==> config.mk <==
export PLATFORM = sky130hd
export DESIGN_NAME = tftp_packet_parser
export DESIGN_NICKNAME = d
export VERILOG_FILES = /design/src/hw/rtl/tpp_pkg.sv /design/src/hw/rtl/tftp_packet_parser.sv
export SDC_FILE = /design/constraint.sdc
export NUM_CORES = 1
export LEC_CHECK = 0
export BUFFER_PORTS_ARGS = -buffer_cell sky130_fd_sc_hd__buf_4
export CAP_MARGIN = 20
export CELL_PAD_IN_SITES_DETAIL_PLACEMENT = 2
export CELL_PAD_IN_SITES_GLOBAL_PLACEMENT = 2
export CORE_ASPECT_RATIO = 1.5
export CORE_MARGIN = 8
export CORE_UTILIZATION = 33
export DETAILED_ROUTE_END_ITERATION = 16
export HOLD_SLACK_MARGIN = 0.1
export PLACE_DENSITY_LB_ADDON = 0.1
export SLEW_MARGIN = 20
export SYNTH_ARGS = -nofsm -noshare
export SYNTH_HDL_FRONTEND = slang
export SYNTH_SLANG_ARGS = --single-unit
export TNS_END_PERCENT = 50
==> constraint.sdc <==
create_clock -name i_clk -period 2.5 [get_ports i_clk]
set_input_delay 0.25 -clock i_clk [delete_from_list [all_inputs] [get_ports i_clk]]
set_output_delay 0.25 -clock i_clk [all_outputs]
set_load 0.02 [all_outputs]
==> src/hw/rtl/tpp_pkg.sv <==
`default_nettype none

package tpp_pkg;

    localparam int MAX_PACKET_BYTES = 516;
    localparam int CNT_W            = $clog2(MAX_PACKET_BYTES + 1);
    localparam int PLEN_W           = 10;

    localparam logic [15:0] OPC_RRQ   = 16'd1;
    localparam logic [15:0] OPC_WRQ   = 16'd2;
    localparam logic [15:0] OPC_DATA  = 16'd3;
    localparam logic [15:0] OPC_ACK   = 16'd4;
    localparam logic [15:0] OPC_ERROR = 16'd5;

    localparam logic [2:0] ROLE_OPCODE   = 3'd0;
    localparam logic [2:0] ROLE_NUMBER   = 3'd1;
    localparam logic [2:0] ROLE_FILENAME = 3'd2;
    localparam logic [2:0] ROLE_MODE     = 3'd3;
    localparam logic [2:0] ROLE_PAYLOAD  = 3'd4;
    localparam logic [2:0] ROLE_MESSAGE  = 3'd5;
    localparam logic [2:0] ROLE_TERM     = 3'd6;
    localparam logic [2:0] ROLE_IGNORED  = 3'd7;

    localparam logic [1:0] STATUS_OK          = 2'd0;
    localparam logic [1:0] STATUS_TOO_SHORT   = 2'd1;
    localparam logic [1:0] STATUS_UNTERM      = 2'd2;
    localparam logic [1:0] STATUS_UNKNOWN_OP  = 2'd3;

    typedef enum logic [3:0] {
        PH_OPCODE   = 4'd0,
        PH_NUMBER   = 4'd1,
        PH_FILENAME = 4'd2,
        PH_MODE     = 4'd3,
        PH_MESSAGE  = 4'd4,
        PH_PAYLOAD  = 4'd5,
        PH_TRAILER  = 4'd6,
        PH_UNKNOWN  = 4'd7
    } t_phase;

    typedef struct packed {
        logic [7:0] data_byte;
        logic       last_byte;
    } t_in_item;

    typedef struct packed {
        logic [2:0]        role;
        logic [7:0]        byte_out;
        logic              done_res;
        logic [1:0]        status;
        logic [15:0]       packet_opcode;
        logic [15:0]       packet_number;
        logic [PLEN_W-1:0] payload_length;
    } t_out_item;

endpackage

`default_nettype wire

==> src/hw/rtl/tftp_packet_parser.sv <==
// The result of an accepted request appears on the output register in the next cycle.
// Throughput: one byte per cycle; a new request is taken while the result register
// is empty or being emptied in the same cycle.
// Reset: synchronous, active low; clears the parse state and the output valid.
// The parse state also returns to its reset value after each byte flagged last.
`default_nettype none

module tftp_packet_parser
    import tpp_pkg::*;
(
    input  wire logic      i_clk,
    input  wire logic      i_rst_n,
    input  wire logic      i_in_valid,
    output logic           o_in_ready,
    input  wire t_in_item  i_in_item,
    output logic           o_out_valid,
    input  wire logic      i_out_ready,
    output t_out_item      o_out_item
);

    t_phase            r_phase, n_phase;
    logic              r_half, n_half;
    logic [15:0]       r_opcode, n_opcode;
    logic [15:0]       r_number, n_number;
    logic [PLEN_W-1:0] r_payload, n_payload;
    logic [1:0]        r_fault, n_fault;
    logic [CNT_W-1:0]  r_count, n_count;
    logic              r_out_valid;
    t_out_item         r_out, n_out;
    logic              in_accept;
    logic              in_range;
    logic [7:0]        b;

    assign b          = i_in_item.data_byte;
    assign o_in_ready = !r_out_valid || i_out_ready;
    assign in_accept  = i_in_valid && o_in_ready;
    assign in_range   = r_count < CNT_W'(MAX_PACKET_BYTES);

    // Next parse state.
    always_comb begin
        n_phase   = r_phase;
        n_half    = r_half;
        n_opcode  = r_opcode;
        n_number  = r_number;
        n_payload = r_payload;
        n_fault   = r_fault;
        n_count   = r_count;
        if (in_range) begin
            n_count = r_count + CNT_W'(1);
            case (r_phase)
                PH_OPCODE: begin
                    n_opcode = {r_opcode[7:0], b};
                    n_half   = !r_half;
                    if (r_half) begin
                        if (n_opcode == OPC_RRQ || n_opcode == OPC_WRQ) begin
                            n_phase = PH_FILENAME;
                        end else if (n_opcode >= OPC_DATA &&
                                     n_opcode <= OPC_ERROR) begin
                            n_phase = PH_NUMBER;
                        end else begin
                            n_phase = PH_UNKNOWN;
                            n_fault = STATUS_UNKNOWN_OP;
                        end
                    end
                end
                PH_NUMBER: begin
                    n_number = {r_number[7:0], b};
                    n_half   = !r_half;
                    if (r_half) begin
                        if (r_opcode == OPC_DATA) begin
                            n_phase = PH_PAYLOAD;
                        end else if (r_opcode == OPC_ERROR) begin
                            n_phase = PH_MESSAGE;
                        end else begin
                            n_phase = PH_TRAILER;
                        end
                    end
                end
                PH_FILENAME: begin
                    if (b == 8'd0) begin
                        n_phase = PH_MODE;
                    end
                end
                PH_MODE, PH_MESSAGE: begin
                    if (b == 8'd0) begin
                        n_phase = PH_TRAILER;
                    end
                end
                PH_PAYLOAD: begin
                    if (r_payload != {PLEN_W{1'b1}}) begin
                        n_payload = r_payload + PLEN_W'(1);
                    end
                end
                default: begin
                end
            endcase
        end
    end

    // Result for the current byte; the summary is taken from the updated state.
    always_comb begin
        n_out                = '0;
        n_out.role           = ROLE_IGNORED;
        n_out.byte_out       = b;
        n_out.done_res       = i_in_item.last_byte;
        if (in_range) begin
            case (r_phase)
                PH_OPCODE:   n_out.role = ROLE_OPCODE;
                PH_NUMBER:   n_out.role = ROLE_NUMBER;
                PH_FILENAME: n_out.role = (b == 8'd0) ? ROLE_TERM : ROLE_FILENAME;
                PH_MODE:     n_out.role = (b == 8'd0) ? ROLE_TERM : ROLE_MODE;
                PH_MESSAGE:  n_out.role = (b == 8'd0) ? ROLE_TERM : ROLE_MESSAGE;
                PH_PAYLOAD:  n_out.role = ROLE_PAYLOAD;
                default:     n_out.role = ROLE_IGNORED;
            endcase
        end
        if (i_in_item.last_byte) begin
            if (n_fault != STATUS_OK) begin
                n_out.status        = n_fault;
                n_out.packet_opcode = n_opcode;
            end else if (n_phase == PH_OPCODE || n_phase == PH_NUMBER) begin
                n_out.status = STATUS_TOO_SHORT;
            end else if (n_phase == PH_FILENAME || n_phase == PH_MODE ||
                         n_phase == PH_MESSAGE) begin
                n_out.status        = STATUS_UNTERM;
                n_out.packet_opcode = n_opcode;
                n_out.packet_number = n_number;
            end else begin
                n_out.status        = STATUS_OK;
                n_out.packet_opcode = n_opcode;
                n_out.packet_number = n_number;
                if (n_opcode == OPC_DATA) begin
                    n_out.payload_length = n_payload;
                end
            end
        end
    end

    always_ff @(posedge i_clk) begin
        if (!i_rst_n) begin
            r_phase     <= PH_OPCODE;
            r_half      <= 1'b0;
            r_opcode    <= '0;
            r_number    <= '0;
            r_payload   <= '0;
            r_fault     <= STATUS_OK;
            r_count     <= '0;
            r_out_valid <= 1'b0;
        end else begin
            if (in_accept) begin
                r_out_valid <= 1'b1;
                if (i_in_item.last_byte) begin
                    r_phase   <= PH_OPCODE;
                    r_half    <= 1'b0;
                    r_opcode  <= '0;
                    r_number  <= '0;
                    r_payload <= '0;
                    r_fault   <= STATUS_OK;
                    r_count   <= '0;
                end else begin
                    r_phase   <= n_phase;
                    r_half    <= n_half;
                    r_opcode  <= n_opcode;
                    r_number  <= n_number;
                    r_payload <= n_payload;
                    r_fault   <= n_fault;
                    r_count   <= n_count;
                end
            end else if (i_out_ready) begin
                r_out_valid <= 1'b0;
            end
        end
    end

    always_ff @(posedge i_clk) begin
        if (in_accept) begin
            r_out <= n_out;
        end
    end

    assign o_out_valid = r_out_valid;
    assign o_out_item  = r_out;

endmodule

`default_nettype wire

Yosys cells after proc, flatten, opt, wreduce, memory -nomap -nowiden
Cells that the tools add are included.
{"block": "op_classes", "bitwise": 2, "reduce_logical": 22, "order_cmp": 3, "add_sub_neg": 2, "n_mux": 44, "eq_ne": 15}
{"cell": "$mux W16", "n": 6}
{"cell": "$mux W10", "n": 8}
{"cell": "$eq A16 B2 Y1 const B", "n": 3}
{"cell": "$mux W42", "n": 1}
{"cell": "$mux W34", "n": 1}
{"cell": "$mux W4", "n": 6}
{"cell": "$add A10 B1 Y10 const B", "n": 2}
{"cell": "$mux W2", "n": 10}
{"cell": "$mux W18", "n": 1}
{"cell": "$pmux W3 S6", "n": 1}
{"cell": "$eq A16 B1 Y1 const B", "n": 1}
{"cell": "$eq A16 B3 Y1 const B", "n": 1}
{"cell": "$eq A4 B2 Y1 const B", "n": 4}
{"cell": "$ge A16 B2 Y1 const B", "n": 1}
{"cell": "$le A16 B3 Y1 const B", "n": 1}
{"cell": "$pmux W4 S4", "n": 1}
{"cell": "$eq A4 B3 Y1 const B", "n": 3}
{"cell": "$mux W3", "n": 4}
{"cell": "$lt A10 B10 Y1 const B", "n": 1}
{"cell": "$ne A10 B10 Y1 const B", "n": 1}
{"cell": "$eq A4 B1 Y1 const B", "n": 2}
{"cell": "$logic_not A4 Y1", "n": 2}
{"cell": "$logic_not A8 Y1", "n": 1}
{"cell": "$reduce_bool A2 Y1", "n": 4}
{"cell": "other kinds (10)", "n": 22}
{"block": "word_totals", "reg_bits": 116, "word_cells": 103}

Depth between registers and ports, before layout
{"block": "depth", "ltp_word": 13, "ltp_mapped": 9}

Worst setup path after synthesis
No wires, ideal clock.
{"block": "synth_path", "kind": "register -> register", "start": "register r_out_valid (netlist: o_out_valid)", "end": "register r_count[4]", "arrival_ps": 2660, "setup_time_ps": 71, "path_buffers": 0, "path_stages_with_launch": 7, "period_less_slack_ps": 2731, "slack_ps": -231, "path_cell_list": "dfxtp_1 > nand2b_1 > nand2_1 > inv_2 > o21ai_1 > or4b_2 > a21oi_1"}
{"block": "synth_via", "elab_chain_cells": 4}
{"item": "start, declared", "line_no": "tftp_packet_parser.sv:28", "text": "logic r_out_valid;"}
{"item": "start signal, assigned", "line_no": "tftp_packet_parser.sv:148", "text": "r_out_valid <= 1'b0;"}
{"item": "start signal, assigned", "line_no": "tftp_packet_parser.sv:151", "text": "r_out_valid <= 1'b1;"}
{"item": "start signal, assigned", "line_no": "tftp_packet_parser.sv:170", "text": "r_out_valid <= 1'b0;"}
{"item": "$logic_not A1 Y1", "line_no": "tftp_packet_parser.sv:35", "text": "assign o_in_ready = !r_out_valid || i_out_ready;"}
{"item": "$logic_or A1 B1 Y1", "line_no": "tftp_packet_parser.sv:35"}
{"item": "named net o_in_ready", "line_no": "tftp_packet_parser.sv:14", "text": "output logic o_in_ready,"}
{"item": "$logic_and A1 B1 Y1", "line_no": "tftp_packet_parser.sv:36", "text": "assign in_accept = i_in_valid && o_in_ready;"}
{"item": "named net in_accept", "line_no": "tftp_packet_parser.sv:30", "text": "logic in_accept;"}
{"item": "$reduce_and A2 Y1 (no line)"}
{"item": "end signal, assigned", "line_no": "tftp_packet_parser.sv:167", "text": "r_count <= n_count;"}
{"item": "end, declared", "line_no": "tftp_packet_parser.sv:27", "text": "logic [CNT_W-1:0] r_count, n_count;"}
The timed path passes the listed nets, and every way through them passes these cells.
A chain may end at the register's enable or synchronous reset.

Final worst setup path
{"block": "layout_path", "start": "register r_count[8]", "end": "register r_out, in the netlist o_out_item[26] (data pin)"}
{"block": "layout_via", "elab_chain_cells": 6, "word_cells_on_any_way": 11, "classes_between": "order compare: 1; eq/ne: 1; mux: 6; reduce/logical: 3"}
{"item": "$lt A10 B10 Y1 (*)", "line_no": "tftp_packet_parser.sv:37", "text": "assign in_range = r_count < CNT_W'(MAX_PACKET_BYTES);"}
{"item": "$mux W4", "line_no": "tftp_packet_parser.sv:48", "text": "if (in_range) begin"}
{"item": "$eq A4 B1 Y1 or $logic_not A4 Y1 (tied branches)", "line_no": "tftp_packet_parser.sv:121", "text": "end else if (n_phase == PH_OPCODE || n_phase == PH_NUMBER) begin"}
{"item": "$logic_or A1 B1 Y1", "line_no": "tftp_packet_parser.sv:121"}
{"item": "$mux W42", "line_no": "tftp_packet_parser.sv:121"}
{"item": "$mux W18 (*)", "line_no": "tftp_packet_parser.sv:118", "text": "if (n_fault != STATUS_OK) begin"}
{"item": "end signal, assigned", "line_no": "tftp_packet_parser.sv:177", "text": "r_out <= n_out;"}
{"item": "end, declared", "line_no": "tftp_packet_parser.sv:29", "text": "t_out_item r_out, n_out;"}
Mark *: on every way between the ends. The rest lies on a longest branch, timed or not.

==> results_dict.tcl <==
set metrics [dict create \
    p_per_area_mw_per_mm2 696.0 \
    fin_crit_ps 2470 \
    dieArea_mm2 0.02100 \
    cts.clk_slew.worst_paths_ps 60 \
    antenna_found_initial 0 \
    synth_warnings 0 \
    drt-initial-drc-count 251 \
    numCtsBuffers 17 \
    crit_path_top_delay_cell "or3_4" \
    cts_tree "yes" \
    total_power_mw 5.170 \
    nets 671 \
    path_class "flop to flop" \
    synth.largest_area_cell "edfxtp_1" \
    ys_types 63 \
    max_cap_violations 0 \
    clock_latency_ps 410 \
    ys_ff_latch 116 \
    rows 57 \
    area_growth_pct 36.11 \
    arrival_ps 2640 \
    ys_seq_area_share_pct 52.82 \
    crit_fanout 8 \
    htreeDepth 4 \
    ir_drop_uv 393.4 \
    critPathCapture "o_out_item[26]" \
    drive_gt1_share_pct 30.79 \
    track_usage_pct 18.04 \
    outcome "complete, no violations" \
    nFillCells 1659 \
    rr_worst_depth 10 \
    r2r_slack_ps 30 \
    crit_chain "nor4_1, buf_4, a21oi_4, o41ai_1, buf_4, or3_4, o41ai_4, buf_6, clkbuf_16, nor2_1" \
    rr_endpoint "o_out_item[26]" \
    area.sequential_mm2 0.002885 \
    wl_per_cell_um 21.82 \
    startpoint_type "flop" \
    hold_path.class "input port to flop" \
    routed_wl_um 19100 \
    dp_hpwl_um 12540 \
    grt_pass1_wl_um 29680 \
    cp.required_ps 2660 \
    synth_nets 551 \
    setup_viol 0 \
    multi_input_area_mm2 0.002567 \
    netlist_instances 536 \
    ioPinCount 71 \
    ctsRootBufferMaster "clkbuf_16" \
    fin_worst_skew_ps 12.29 \
    antenna_cells 0 \
    core_mm2 0.01619 \
    async_flop_share_pct 0 \
    critPathMaxStageDelay_ps 390 \
    grt_max_degree 57 \
    maxSlewHeadroom_pct 62.58 \
    antenna_left 0 \
    cts_max_path_buffers 2 \
    drv_slew 0 \
    grt_pass1_vias 5403 \
    crit_top_cell "buf_4" \
    syn-cell-area_mm2 0.005458 \
    end_kind "flop" \
    grt-ovfl-total 0 \
    critical_path.startpoint "r_count[8]" \
    max_freq_ghz 0.4048 \
    synth.top_cell.area_share_pct 30.81 \
    start_util_pct 33.71 \
    hold-worst-slack_ps 128.8 \
    avgViaCountPerCell 5.442 \
    io_buffers 70 \
    worst_pin_slew_ps 556.1 \
    drc 0 \
    num_vias 4762 \
    fp.dieH_um 173.5 \
    synth_edf_count 56 \
    hold_viol_final 0 \
    finalWeightedCongestion 0.8008 \
    fin_crit_sh_pct 98.81 \
    first_pass_iters 4 \
    synth-main-ff-cell "dfxtp_1" \
    r2r-start "r_count[8]" \
    synth_area_leaders "edfxtp_1 31%, dfxtp_1 22%, a22oi_1 5.0%" \
    cellLeakagePower_nw 2.753 \
    die_w_um 121.0 \
    syn_area_per_cell_um2 10.18 \
    cts_sinks 116 \
]
[metrics by stage]
stage	instances	instance area, µm²	utilization, %	TNS (ps)	setup slack, ps
3_5_place_dp	834	6563	40.54	-2408	-219.7
6_report	875	7428	45.88	0	29.80
3_3_place_gp	834	6563	40.54	-1216	-163.3
4_1_cts	868	7244	44.75	0	27.92
5_1_grt	875	7428	45.88	-259.0	-27.19
2_1_floorplan	536	5460	-	0	72.19
[how the worst min path moves through the flow]
stage | startpoint | endpoint | depth (start not counted)
2_1_floorplan | i_in_item[0] | o_out_item[44] | 0
3_3_place_gp | r_payload[1] | r_payload[1] | 2
3_5_place_dp | r_number[11] | r_number[11] | 2
4_1_cts | i_in_item[3] | o_out_item[47] | 1
5_1_grt | i_in_item[2] | o_out_item[46] | 1
6_report | i_in_item[3] | o_out_item[47] | 1
[report_power, final]
part	switching [mW]	total (mW)	leakage, nW	internal, mW
clock network	1.00	2.50	0.292	1.50
logic	0.348	0.582	1.41	0.234
registers	0.0328	2.09	1.05	2.06
[kinds of logic (layout without fill, tap and decap cells)]
family / count (synthesis) / in the layout / synth area share (%)
XOR/XNOR: 13 / 13 / 2.086
multiplexers: 19 / 19 / 3.507
adder cells (fa/ha/maj): 2 / 2 / 0.4584
buffers and inverters: 44 / 177 / 3.531
AO/OA/AOI/OAI: 119 / 119 / 15.52
AND/OR/NAND/NOR: 223 / 223 / 22.08
flip-flops: 116 / 116 / 52.82
[cell usage after synthesis, drive strengths merged (8+ instances only)]
cell / instances
dfxtp: 60
edfxtp: 56
nand2: 54
nor2b: 41
a22oi: 36
nor2: 35
clkbuf: 25
a21oi: 24
nor4: 22
o21ai: 19
mux2i: 18
nor3: 15
buf: 11
or3: 9
inv: 8
nand2b: 8
[critical path: cells and delay by family, from the launching register on]
| family | cells | cell delay, ps |
|---|---|---|
| compound gates | 3 | 700 |
| buf+inv | 4 | 620 |
| simple gates | 3 | 510 |
| flops | 1 | 380 |
[metal layers]
| metal | GRT usage (%) | wire length (µm) | vias to the layer above |
|---|---|---|---|
| li1 | - | - | 2222 |
| met5 | 0 | 0 | - |
| met2 | 34.39 | 10700 | 94 |
| met1 | 18.18 | 7215 | 2412 |
| met3 | 3.261 | 735 | 34 |
| met4 | 8.155 | 442 | 0 |
[placed cells by master (no fill, tap or decap), types with 18 or more instances in the layout]
master / netlist / layout
buf_4: 1 / 129
clkbuf_16: 0 / 18
nor2b_1: 41 / 41
nor2_1: 34 / 33
mux2i_1: 18 / 18
nand2_1: 54 / 53
edfxtp_1: 56 / 56
a22oi_1: 36 / 36
a21oi_1: 23 / 23
dfxtp_1: 60 / 58
[state kept, by name (all words and copies together), names as in the netlist]
name and flops:
o_out_item 56, r_number 16, r_opcode 16, r_count 10, r_payload 10, r_phase 4, r_fault 2, o_out_valid 1
r_half 1
[layout make-up]
type                       instances  share of cell area (%)
multi-input combinational        376                   34.56
sequential                       116                   38.84
tap                              206                   3.470
inverter                           8                  0.4379
timing repair buffer             137                   14.67
clock inverter                    15                   2.291
clock buffer                      17                   5.727
[what timing repair did]
action	CTS	global route
pin swaps	3	12
hold endpoints to repair	2	0
setup endpoints to repair	36	45
gates resized for setup	12	21
cloned	0	2
hold buffers	2	0
setup buffers	0	5
(Power assumes the default switching activity.)
